## config.mk

```make
export PLATFORM = sky130hd
export DESIGN_NAME = can_telemetry_frame_decoder_flat
export DESIGN_NICKNAME = d
export VERILOG_FILES = /design/src/ctd_pkg.sv /design/src/ctd_stream_if.sv /design/src/can_telemetry_frame_decoder.sv /design/src/ctd_cfg_regs.sv /design/src/ctd_decode.sv /design/src/flat_wrapper.sv
export SDC_FILE = /design/constraint.sdc
export NUM_CORES = 1
export LEC_CHECK = 0
export BUFFER_PORTS_ARGS = -buffer_cell sky130_fd_sc_hd__buf_4
export CAP_MARGIN = 15
export CORE_UTILIZATION = 55
export DETAILED_ROUTE_END_ITERATION = 7
export PLACE_DENSITY = 0.77
export SYNTH_ARGS = -nofsm -noshare
export SYNTH_HDL_FRONTEND = slang
export SYNTH_SLANG_ARGS = --single-unit
```

## constraint.sdc

```tcl
create_clock -name i_clk -period 11.42 [get_ports i_clk]
set_input_delay 0.571 -clock i_clk [delete_from_list [all_inputs] [get_ports i_clk]]
set_output_delay 0.571 -clock i_clk [all_outputs]
set_load 0.01 [all_outputs]
```

## src/ctd_pkg.sv

```systemverilog
`timescale 1ns / 1ps

package ctd_pkg;

    localparam int unsigned ID_W = 29;
    localparam int unsigned CFG_IDX_W = 2;

    // Register indexes of the configuration port.
    localparam logic [CFG_IDX_W-1:0] CFG_G0_ACK = 2'd0;
    localparam logic [CFG_IDX_W-1:0] CFG_G0_BRO = 2'd1;
    localparam logic [CFG_IDX_W-1:0] CFG_G1_ACK = 2'd2;
    localparam logic [CFG_IDX_W-1:0] CFG_G1_BRO = 2'd3;

    // Fixed device identifiers, acknowledged form. The broadcast form is ACK + 2.
    localparam logic [ID_W-1:0] CTRL0_ACK  = 29'h1E942040;
    localparam logic [ID_W-1:0] CTRL3_ACK  = 29'h1E94204C;
    localparam logic [ID_W-1:0] HMI0_ACK   = 29'h1E942C40;
    localparam logic [ID_W-1:0] ASSIST_REQ = 29'h02940015;
    localparam logic [ID_W-1:0] BAT1_ACK   = 29'h1E942444;
    localparam logic [ID_W-1:0] BAT6_ACK   = 29'h1E942458;
    localparam logic [ID_W-1:0] DERAIL_ACK = 29'h1E944840;
    localparam logic [ID_W-1:0] BRO_OFFSET = 29'd2;

    localparam logic [15:0] SPEED_INVALID = 16'hFFFF;
    localparam logic [7:0]  SOC_INVALID   = 8'hFF;
    localparam logic [3:0]  ASSIST_MAX    = 4'd5;
    localparam logic [3:0]  ASSIST_CLEAR  = 4'd6;
    localparam logic [8:0]  TEMP_OFFSET   = 9'd64;

    // Bit positions of the changed mask and the valid flags.
    localparam int unsigned BIT_SPEED   = 0;
    localparam int unsigned BIT_CADENCE = 1;
    localparam int unsigned BIT_ASSIST  = 2;
    localparam int unsigned BIT_SOC     = 3;
    localparam int unsigned BIT_VOLTAGE = 4;
    localparam int unsigned BIT_CURRENT = 5;
    localparam int unsigned BIT_TEMPS   = 6;
    localparam int unsigned BIT_GEAR    = 7;

    typedef enum logic [1:0] {
        ORG_NONE    = 2'd0,
        ORG_GENERAL = 2'd1,
        ORG_DEVICE  = 2'd2
    } t_origin;

    typedef struct packed {
        logic [ID_W-1:0] frame_id;
        logic [3:0]      frame_len;
        logic [63:0]     payload;
    } t_frame;

    typedef struct packed {
        logic [7:0]  changed_mask;
        logic [7:0]  valid_flags;
        logic [15:0] bike_speed;
        logic [7:0]  cadence_rpm;
        logic [2:0]  assist_level;
        logic [7:0]  battery_soc;
        logic [23:0] battery_voltage;
        logic [15:0] battery_current;
        logic [35:0] battery_temps;
        logic [7:0]  gear_index;
        logic [7:0]  gear_count;
    } t_result;

    typedef struct packed {
        logic [CFG_IDX_W-1:0] index;
        logic [ID_W-1:0]      value;
    } t_cfg_write;

    typedef struct packed {
        logic [ID_W-1:0] g0_ack;
        logic [ID_W-1:0] g0_bro;
        logic [ID_W-1:0] g1_ack;
        logic [ID_W-1:0] g1_bro;
    } t_cfg_ids;

    typedef struct packed {
        logic [15:0]     speed_value;
        logic            speed_ok;
        t_origin         speed_origin;
        logic [7:0]      cadence_value;
        logic            cadence_ok;
        t_origin         cadence_origin;
        logic [2:0]      assist_value;
        logic            assist_ok;
        logic [7:0]      soc_value;
        logic            soc_ok;
        t_origin         soc_origin;
        logic [23:0]     voltage_value;
        logic            voltage_ok;
        logic [15:0]     current_value;
        logic            current_ok;
        logic [3:0][8:0] temp_values;
        logic            temps_ok;
        logic [7:0]      gear_now;
        logic [7:0]      gear_top;
        logic            gear_ok;
    } t_tlm_state;

endpackage

```

## src/ctd_stream_if.sv

```systemverilog
`timescale 1ns / 1ps

interface ctd_stream_if #(
    parameter type t_data = logic
);
    logic  valid;
    logic  ready;
    t_data data;

    modport source (output valid, output data, input ready);
    modport sink (input valid, input data, output ready);
endinterface

```

## src/can_telemetry_frame_decoder.sv

```systemverilog
`timescale 1ns / 1ps

// CAN telemetry frame decoder. Each received CAN frame (29-bit identifier,
// length and eight payload bytes) arrives as one transfer on i_frame and
// yields exactly one transfer on o_result: the mask of quantities that this
// frame updated, the valid flags and the latest stored speed, cadence,
// assist level, state of charge, voltage, current, temperatures and gear.
// A frame is taken into an input register, decoded by a single level of
// compare and select logic, and its result lands in the output register
// together with the telemetry state, from where it is shown; one frame can
// be taken in every cycle as long as results are taken. The two stages
// stall independently, so a new frame is still accepted into a free input
// register while a result waits.
// The four general-info identifiers are written through i_cfg (index 0 to 3:
// general frame 0 ack and broadcast, general frame 1 ack and broadcast); the
// port is always ready and must only be written while no frame is in flight.
// The telemetry state, the identifiers and both valid bits clear on a synchronous active-low reset.
module can_telemetry_frame_decoder (
    input  logic       i_clk,
    input  logic       i_rst_n,
    ctd_stream_if.sink   i_frame,
    ctd_stream_if.sink   i_cfg,
    ctd_stream_if.source o_result
);
    import ctd_pkg::*;

    t_cfg_ids   cfg_ids;

    // Input register stage.
    logic       r_in_valid;
    t_frame     r_in_frame;

    // Telemetry state and result register stage.
    t_tlm_state r_state;
    t_tlm_state n_state;
    logic [7:0] n_changed;
    logic       r_out_valid;
    t_result    r_result;
    t_result    n_result;
    logic       advance;

    ctd_cfg_regs u_cfg (
        .i_clk   (i_clk),
        .i_rst_n (i_rst_n),
        .i_cfg   (i_cfg),
        .o_ids   (cfg_ids)
    );

    ctd_decode u_decode (
        .i_frame   (r_in_frame),
        .i_ids     (cfg_ids),
        .i_state   (r_state),
        .o_state   (n_state),
        .o_changed (n_changed)
    );

    // The held frame moves on when the result register is empty or its
    // result is being taken in this cycle.
    assign advance       = r_in_valid && (!r_out_valid || o_result.ready);
    assign i_frame.ready = !r_in_valid || advance;

    always_ff @(posedge i_clk) begin
        if (!i_rst_n) begin
            r_in_valid <= 1'b0;
        end else if (i_frame.ready) begin
            r_in_valid <= i_frame.valid;
        end
    end

    always_ff @(posedge i_clk) begin
        if (i_frame.ready && i_frame.valid) begin
            r_in_frame <= i_frame.data;
        end
    end

    always_comb begin
        n_result.changed_mask    = n_changed;
        n_result.valid_flags     = {n_state.gear_ok, n_state.temps_ok, n_state.current_ok,
                                    n_state.voltage_ok, n_state.soc_ok, n_state.assist_ok,
                                    n_state.cadence_ok, n_state.speed_ok};
        n_result.bike_speed      = n_state.speed_value;
        n_result.cadence_rpm     = n_state.cadence_value;
        n_result.assist_level    = n_state.assist_value;
        n_result.battery_soc     = n_state.soc_value;
        n_result.battery_voltage = n_state.voltage_value;
        n_result.battery_current = n_state.current_value;
        n_result.battery_temps   = n_state.temp_values;
        n_result.gear_index      = n_state.gear_now;
        n_result.gear_count      = n_state.gear_top;
    end

    // State and result update together, so the result always shows the
    // state as this frame left it.
    always_ff @(posedge i_clk) begin
        if (!i_rst_n) begin
            r_state     <= '0;
            r_out_valid <= 1'b0;
        end else begin
            if (advance) begin
                r_state     <= n_state;
                r_out_valid <= 1'b1;
            end else if (o_result.ready) begin
                r_out_valid <= 1'b0;
            end
        end
    end

    always_ff @(posedge i_clk) begin
        if (advance) begin
            r_result <= n_result;
        end
    end

    assign o_result.valid = r_out_valid;
    assign o_result.data  = r_result;

    // A quantity reported as changed must also be reported as valid.
    a_changed_is_valid: assert property (@(posedge i_clk) disable iff (!i_rst_n)
        r_out_valid |-> ((r_result.changed_mask & ~r_result.valid_flags) == 8'd0))
        else $error("changed quantity without valid flag");

    // The invalid-speed marker is never stored.
    a_speed_not_marker: assert property (@(posedge i_clk) disable iff (!i_rst_n)
        r_out_valid |-> (r_result.bike_speed != SPEED_INVALID))
        else $error("invalid speed marker stored");

    // The assist level never exceeds five.
    a_assist_range: assert property (@(posedge i_clk) disable iff (!i_rst_n)
        r_out_valid |-> (r_result.assist_level <= ASSIST_MAX[2:0]))
        else $error("assist level out of range");

    // A frame held in the input register with a free result register moves on.
    a_advance: assert property (@(posedge i_clk) disable iff (!i_rst_n)
        (r_in_valid && !r_out_valid) |=> r_out_valid)
        else $error("frame did not advance to result register");
endmodule

```

## src/ctd_cfg_regs.sv

```systemverilog
`timescale 1ns / 1ps

module ctd_cfg_regs (
    input  logic              i_clk,
    input  logic              i_rst_n,
    ctd_stream_if.sink        i_cfg,
    output ctd_pkg::t_cfg_ids o_ids
);
    import ctd_pkg::*;

    t_cfg_ids r_ids;

    assign i_cfg.ready = 1'b1;
    assign o_ids       = r_ids;

    always_ff @(posedge i_clk) begin
        if (!i_rst_n) begin
            r_ids <= '0;
        end else if (i_cfg.valid) begin
            case (i_cfg.data.index)
                CFG_G0_ACK: begin
                    r_ids.g0_ack <= i_cfg.data.value;
                end
                CFG_G0_BRO: begin
                    r_ids.g0_bro <= i_cfg.data.value;
                end
                CFG_G1_ACK: begin
                    r_ids.g1_ack <= i_cfg.data.value;
                end
                CFG_G1_BRO: begin
                    r_ids.g1_bro <= i_cfg.data.value;
                end
                default: begin
                end
            endcase
        end
    end
endmodule

```

## src/ctd_decode.sv

```systemverilog
`timescale 1ns / 1ps

module ctd_decode (
    input  ctd_pkg::t_frame     i_frame,
    input  ctd_pkg::t_cfg_ids   i_ids,
    input  ctd_pkg::t_tlm_state i_state,
    output ctd_pkg::t_tlm_state o_state,
    output logic [7:0]          o_changed
);
    import ctd_pkg::*;

    logic [7:0][7:0] b;
    logic [ID_W-1:0] id;
    logic [3:0]      len;
    logic [15:0]     sp;
    logic [3:0]      level;
    logic            do_assist;

    assign b   = i_frame.payload;
    assign id  = i_frame.frame_id;
    assign len = i_frame.frame_len;

    function automatic logic is_pair(input logic [ID_W-1:0] fid, input logic [ID_W-1:0] ack);
        return (fid == ack) || (fid == ack + BRO_OFFSET);
    endfunction

    always_comb begin
        o_state   = i_state;
        o_changed = '0;
        sp        = {b[1], b[0]};
        level     = '0;
        do_assist = 1'b0;

        if (id == i_ids.g0_ack || id == i_ids.g0_bro) begin
            if (len >= 4'd6) begin
                if (sp != SPEED_INVALID) begin
                    o_state.speed_value  = sp;
                    o_state.speed_ok     = 1'b1;
                    o_state.speed_origin = ORG_GENERAL;
                    o_changed[BIT_SPEED] = 1'b1;
                end else begin
                    o_state.speed_ok     = 1'b0;
                    o_state.speed_origin = ORG_NONE;
                end
                o_state.cadence_value  = b[4];
                o_state.cadence_ok     = 1'b1;
                o_state.cadence_origin = ORG_GENERAL;
                o_changed[BIT_CADENCE] = 1'b1;
                level     = b[5][5:2];
                do_assist = 1'b1;
            end
        end else if (id == i_ids.g1_ack || id == i_ids.g1_bro) begin
            if (len >= 4'd5) begin
                if (b[4] != SOC_INVALID) begin
                    o_state.soc_value  = b[4];
                    o_state.soc_ok     = 1'b1;
                    o_state.soc_origin = ORG_GENERAL;
                    o_changed[BIT_SOC] = 1'b1;
                end else begin
                    o_state.soc_ok     = 1'b0;
                    o_state.soc_origin = ORG_NONE;
                end
            end
        end else if (is_pair(id, HMI0_ACK)) begin
            if (len >= 4'd1) begin
                level     = b[0][3:0];
                do_assist = 1'b1;
            end
        end else if (id == ASSIST_REQ) begin
            if (len >= 4'd2) begin
                level     = b[1][3:0];
                do_assist = 1'b1;
            end
        end else if (is_pair(id, CTRL0_ACK)) begin
            if (len >= 4'd2 && i_state.speed_origin != ORG_GENERAL
                    && sp != SPEED_INVALID) begin
                o_state.speed_value  = sp;
                o_state.speed_ok     = 1'b1;
                o_state.speed_origin = ORG_DEVICE;
                o_changed[BIT_SPEED] = 1'b1;
            end
        end else if (is_pair(id, CTRL3_ACK)) begin
            if (len >= 4'd4 && i_state.cadence_origin != ORG_GENERAL) begin
                o_state.cadence_value  = b[3];
                o_state.cadence_ok     = 1'b1;
                o_state.cadence_origin = ORG_DEVICE;
                o_changed[BIT_CADENCE] = 1'b1;
            end
        end else if (is_pair(id, BAT1_ACK)) begin
            if (len >= 4'd7) begin
                o_state.voltage_value  = {b[2], b[1], b[0]};
                o_state.voltage_ok     = 1'b1;
                o_state.current_value  = {b[5], b[4]};
                o_state.current_ok     = 1'b1;
                o_changed[BIT_VOLTAGE] = 1'b1;
                o_changed[BIT_CURRENT] = 1'b1;
                if (i_state.soc_origin != ORG_GENERAL && b[6] != SOC_INVALID) begin
                    o_state.soc_value  = b[6];
                    o_state.soc_ok     = 1'b1;
                    o_state.soc_origin = ORG_DEVICE;
                    o_changed[BIT_SOC] = 1'b1;
                end
            end
        end else if (is_pair(id, BAT6_ACK)) begin
            if (len >= 4'd4) begin
                for (int i = 0; i < 4; i++) begin
                    o_state.temp_values[i] = {1'b0, b[i]} - TEMP_OFFSET;
                end
                o_state.temps_ok     = 1'b1;
                o_changed[BIT_TEMPS] = 1'b1;
            end
        end else if (is_pair(id, DERAIL_ACK)) begin
            if (len >= 4'd2) begin
                o_state.gear_now    = b[0];
                o_state.gear_top    = b[1];
                o_state.gear_ok     = 1'b1;
                o_changed[BIT_GEAR] = 1'b1;
            end
        end

        // Levels up to five are stored, six only drops the valid flag.
        if (do_assist) begin
            if (level <= ASSIST_MAX) begin
                o_state.assist_value  = level[2:0];
                o_state.assist_ok     = 1'b1;
                o_changed[BIT_ASSIST] = 1'b1;
            end else if (level == ASSIST_CLEAR) begin
                o_state.assist_ok = 1'b0;
            end
        end
    end
endmodule

```

## src/flat_wrapper.sv

```systemverilog
// flat-port wrapper written by rule: the top's interface ports become plain ports
module can_telemetry_frame_decoder_flat import ctd_pkg::*;
  (i_clk, i_rst_n, i_frame_valid, i_frame_data, i_frame_ready, i_cfg_valid, i_cfg_data, i_cfg_ready, o_result_valid, o_result_data, o_result_ready);
  ctd_stream_if #(.t_data(t_frame)) i_frame_i ();
  ctd_stream_if #(.t_data(t_cfg_write)) i_cfg_i ();
  ctd_stream_if #(.t_data(t_result)) o_result_i ();
  input  logic i_clk;
  input  logic i_rst_n;
  input wire logic [$bits(i_frame_i.valid)-1:0] i_frame_valid;
  input wire logic [$bits(i_frame_i.data)-1:0] i_frame_data;
  output wire logic [$bits(i_frame_i.ready)-1:0] i_frame_ready;
  input wire logic [$bits(i_cfg_i.valid)-1:0] i_cfg_valid;
  input wire logic [$bits(i_cfg_i.data)-1:0] i_cfg_data;
  output wire logic [$bits(i_cfg_i.ready)-1:0] i_cfg_ready;
  output wire logic [$bits(o_result_i.valid)-1:0] o_result_valid;
  output wire logic [$bits(o_result_i.data)-1:0] o_result_data;
  input wire logic [$bits(o_result_i.ready)-1:0] o_result_ready;
  assign i_frame_i.valid = i_frame_valid;
  assign i_frame_i.data = i_frame_data;
  assign i_frame_ready = i_frame_i.ready;
  assign i_cfg_i.valid = i_cfg_valid;
  assign i_cfg_i.data = i_cfg_data;
  assign i_cfg_ready = i_cfg_i.ready;
  assign o_result_valid = o_result_i.valid;
  assign o_result_data = o_result_i.data;
  assign o_result_i.ready = o_result_ready;
  can_telemetry_frame_decoder u_core (.i_clk(i_clk), .i_rst_n(i_rst_n), .i_frame(i_frame_i), .i_cfg(i_cfg_i), .o_result(o_result_i));
endmodule
```

# Word-level counts from Yosys, hierarchy flattened

Index checks and enable logic that the tools add are counted.

Word-level logic and storage cells: 211
Bits in registers: 491
Bits of input ports: 133
Output and inout bits: 146

$lt $le $gt $ge: 7
Reductions and logical operators: 37
Mux-type cells: 74
Equal/unequal tests: 37
Add/subtract/negate cells: 4
Bitwise logic cells: 4

Operators with widths:

| kind                                                                                | count |
|---|---|
| 107-bit 2-to-1 mux                                                                  | 5 |
| 29-bit equality test, second input constant                                         | 12 |
| 30-bit 2-to-1 mux                                                                   | 5 |
| 29-bit equality test                                                                | 4 |
| 53-bit 2-to-1 mux                                                                   | 2 |
| 96-bit 2-to-1 mux                                                                   | 1 |
| 37-bit 2-to-1 mux                                                                   | 2 |
| 11-bit 2-to-1 mux                                                                   | 6 |
| 54-bit 2-to-1 mux                                                                   | 1 |
| 17-bit 2-to-1 mux                                                                   | 3 |
| 19-bit 2-to-1 mux                                                                   | 2 |
| 8-bit by 7-bit subtractor with 9-bit output, second input constant                  | 4 |
| 4-bit 2-to-1 mux                                                                    | 8 |
| 29-bit by 26-bit equality test with 1-bit output, second input constant             | 1 |
| 1-bit 2-to-1 mux                                                                    | 28 |
| 4-bit by 3-bit greater-or-equal comparator with 1-bit output, second input constant | 4 |
| 16-bit 2-to-1 mux                                                                   | 1 |
| 16-bit != test, second input constant                                               | 1 |
| 2-bit != test, second input constant                                                | 8 |
| 8-bit != test, second input constant                                                | 2 |
| 2-bit nonzero test                                                                  | 8 |
| 3-bit 2-to-1 mux                                                                    | 4 |
| 1-bit logical OR                                                                    | 10 |
| 2-bit 2-to-1 mux                                                                    | 5 |
| 19 further kinds                                                                    | 36 |

# Depth between registers and ports, before layout

Depth in word-level cells: 11
Depth in mapped cells: 13
Depth with buffers taken out: 9

# By module

A second synthesis with hierarchy kept.

Cell total of the unflattened synthesis: 1807
Area total of the unflattened synthesis: 21277.9 µm²

By module, submodules not included:

| module                      | seq. area each (µm²) | area each (µm²) | times used | cells an instance |
|---|---|---|---|---|
| can_telemetry_frame_decoder | 10069.7              | 12868.6         | 1          | 861 |
| ctd_cfg_regs                | 2322.2               | 4239.1          | 1          | 411 |
| ctd_decode                  | 0.0                  | 4170.2          | 1          | 535 |

# Least setup slack after synthesis

Ideal clock, no wire load.

Path kind: input -> register
Start point: input port o_result_ready
End point: register u_core.r_state[114] in the netlist's numbering
Slack: 5.520 ns
Arrival: 5.524 ns
Path buffers: 2
Required time: 11.044 ns
Library setup time: 0.376 ns
Cell stages on the path: 6
Path through: nor2b_1 nand2b_1 clkinv_1 clkbuf_1 clkbuf_1 a311oi_1

Word-level cells in the longest chain between the ends: 2

RTL lines:

| element                  | RTL line                           | text |
|---|---|---|
| start, declared          | flat_wrapper.sv:17                 | `input wire logic [$bits(o_result_i.ready)-1:0] o_result_ready;` |
| 1-bit logical OR         | can_telemetry_frame_decoder.sv:59  | `assign advance = r_in_valid && (!r_out_valid \|\| o_result.ready);` |
| 1-bit logical AND        | can_telemetry_frame_decoder.sv:59  |  |
| named net u_core.advance | can_telemetry_frame_decoder.sv:40  | `logic advance;` |
| end signal, assigned     | can_telemetry_frame_decoder.sv:100 | `r_state <= n_state;` |
| end, declared            | can_telemetry_frame_decoder.sv:34  | `t_tlm_state r_state;` |

The timed path passes the listed nets, and every way through them passes these cells.
A chain may end at the register's enable or synchronous reset.

==> metrics.cfg <==
[critical_path]
path_cells=nor4b_2, nand4_2, nor4_1, a21oi_1, nand3_1, or4_2, buf_4, mux2_2
slowest_delay_ns=0.71
endpoint_kind=flip-flop
path_max_fanout=47
crit_required_ns=11.77
criticalPathCategory=flip-flop to flip-flop
path_buf_inv=1
slowest_stage=nor4b_2
cpLargestDelayFamily=simple AND/OR/NAND/NOR gates
cp.arrival_ns=4.45
startpoint_type=flip-flop

[synth]
synthArstFlopShare=0
yosysSeqAreaShare=0.597
yosysTopAreaCell=edfxtp_1
synth_top_cell_area_share=0.342
yosys_warnings=0
synth_edf_count=231
ys_types=71
yosysMostFrequentCell=nand2_1
synthTopCellsByCount=nand2_1 (536), dfxtp_1 (259), edfxtp_1 (231), a21oi_1 (212), xor2_1 (116)
synth_area_per_cell_sq_um=10.2
synth_nets=2133
syn_inst=1994
syn_area_sq_mm=0.0203
synth-seq-cells=490
ys.flop_type=dfxtp_1
ys_top_cells_by_area=edfxtp_1 (34%), dfxtp_1 (26%), nand2_1 (9.9%), a21oi_1 (5.2%), xor2_1 (5.0%)

[detailed_routing]
dr_total_vias=15600
vias_per_cell=5.79
final_antenna_net_count=0
dr.pass1.iters=5
drt_wl_total_mm=53.8
drc=0
drt-initial-drc-count=1265
avgRoutedWirePerCell_um=20.0

[final_layout]
finalNetCount=2329
fillCellCount=2740
layout-drive-gt1-share=0.202
syn2layout_area_growth_pct=18.5
final_cell_count_no_fill=2694
final_core_util=0.670

[power_and_ir_drop]
p_switching_mw=0.867
comb_power_share=0.059
pwr-share-seq=0.518
p_per_area_mw_per_mm2=157
power_frac_clock=0.424
p_leak_nw=9.18
power.share.switching=0.229
intPower_mw=2.92
ir_drop_v=0.000103

[timing]
worst_pin_slew_ns=1.11
relSlewSlack=0.255
final-max-slew-violation-count=0
fin_crit_sh=0.360
skew_ns=0.0339
setup_viol=0
rsz0062_at_grt=no
min_period_ns=4.11
setup_tns_ns=0
hold_viol_final=0
fmax_ghz=0.244

[clock_network]
clk_latency_ns=0.60
ctsHoldBuffers=0
cts_tree=built
cts_resized=0
cts_htree_levels=2
cts_buffers=49
root_buffer=clkbuf_16
path_clk_slew_ns=0.06
ctsLongestPathBuffers=3
post-cts-setup-buffer-count=0
cts.sinks=490

[global_route]
grt_overflow=0
grt_max_degree=127
grt_pass1_wl_mm=82.4
first_global_vias=15000
antenna_found_initial=3
gr-usage-all-layers=0.280

[floorplan]
die_w_um=194
die_h_um=194
start_util=0.565
rows=69
ios=279
core_sq_mm=0.0359
die_area_sq_mm=0.0377

[run_status]
outcome=finished clean

[place]
gp_congestion=0.867
hpwl_mm=34.6
dp.cells=2599
port-buffer-count=269

[flow_run]
maxCapViolCount=0

[min_path]
holdCritPathClass=input port to flip-flop

routing by layer:
layer | part of all wire | GRT usage
met3 | 0.078 | 0.0480
met2 | 0.49 | 0.477
met4 | 0.036 | 0.115
met1 | 0.40 | 0.353
met5 | 0 | 0
per-stage QoR:
| step | cell area [sq um] | total power, mW | hold slack, ns | setup slack (ns) |
|---|---|---|---|---|
| global route | 24100 | 3.89 | 0.120 | 7.24 |
| finish | 24100 | 3.78 | 0.147 | 7.31 |
| floorplan | 20300 | 2.09 | 0.421 | 5.52 |
| detailed placement | 22400 | 2.22 | 0.439 | 7.42 |
| global placement | 22400 | 2.21 | 0.433 | 7.42 |
| CTS | 24000 | 3.80 | 0.113 | 7.42 |
area by class of cell:
cell class | count | area, sq um | area share
Antenna cell | 3 | 7.51 | 0.000312
Clock buffer | 68 | 1400 | 0.0582
Clock inverter | 23 | 211 | 0.00879
Inverter | 24 | 103 | 0.00427
Multi-Input combinational cell | 1333 | 7440 | 0.309
Sequential cell | 490 | 12100 | 0.504
Tap cell | 461 | 577 | 0.0240
Timing Repair Buffer | 292 | 2190 | 0.0911
final timing paths:
check,from,to,slack [ns],depth (start not counted)
max,u_core.r_in_frame[84],u_core.o_result.data[47],7.31,8
min,i_frame_data[19],u_core.r_in_frame[19],0.15,1
max reg2reg,u_core.r_in_frame[84],u_core.o_result.data[47],7.31,8
min reg2reg,u_core.r_state[124],u_core.r_state[124],0.45,2
power by group through the flow:
stage / Sequential [mW] / Clock [mW] / Combinational [mW]
detailed placement: 2.00 / 0 / 0.221
finish: 1.96 / 1.60 / 0.223
global route: 1.96 / 1.69 / 0.238
CTS: 1.96 / 1.62 / 0.222
floorplan: 1.98 / 0 / 0.112
global placement: 1.99 / 0 / 0.217
registers in the layout, indices dropped and copies added (netlist names):
| name | cells |
|---|---|
| u_core.o_result.data | 142 |
| u_core.r_state | 141 |
| u_core.u_cfg.o_ids | 116 |
| u_core.r_in_frame | 89 |
| u_core.o_result.valid | 1 |
| u_core.r_in_valid | 1 |
layout by cell type (no fill, tap or decap), types with 10 or more instances in the layout:
cell type	count
a21oi_1	212
a22oi_1	10
buf_4	291
clkbuf_1	10
clkbuf_16	50
clkinv_2	10
dfxtp_1	259
edfxtp_1	231
inv_1	22
mux2_2	20
mux2_4	20
mux2i_1	29
nand2_1	535
nand3_1	42
nand4_1	23
nor2_1	80
nor3_1	19
nor4_1	32
o21ai_0	35
o21ai_1	10
o22ai_1	10
xor2_1	116
cells by family (layout without fill, tap and decap cells):
group                      count (synthesis)  count (layout)  synth area share
muxes                                     72              72            0.0419
DFF                                      490             490             0.597
adders and majority gates                  6               6           0.00370
AOI/OAI and AO/OA                        344             344            0.0993
and+or+nand+nor                          793             793             0.169
buffers and inverters                    171             407            0.0386
other                                      1               4          0.000185
xor gates and xnor gates                 117             117            0.0505
Power figures use the tool's default switching activity.
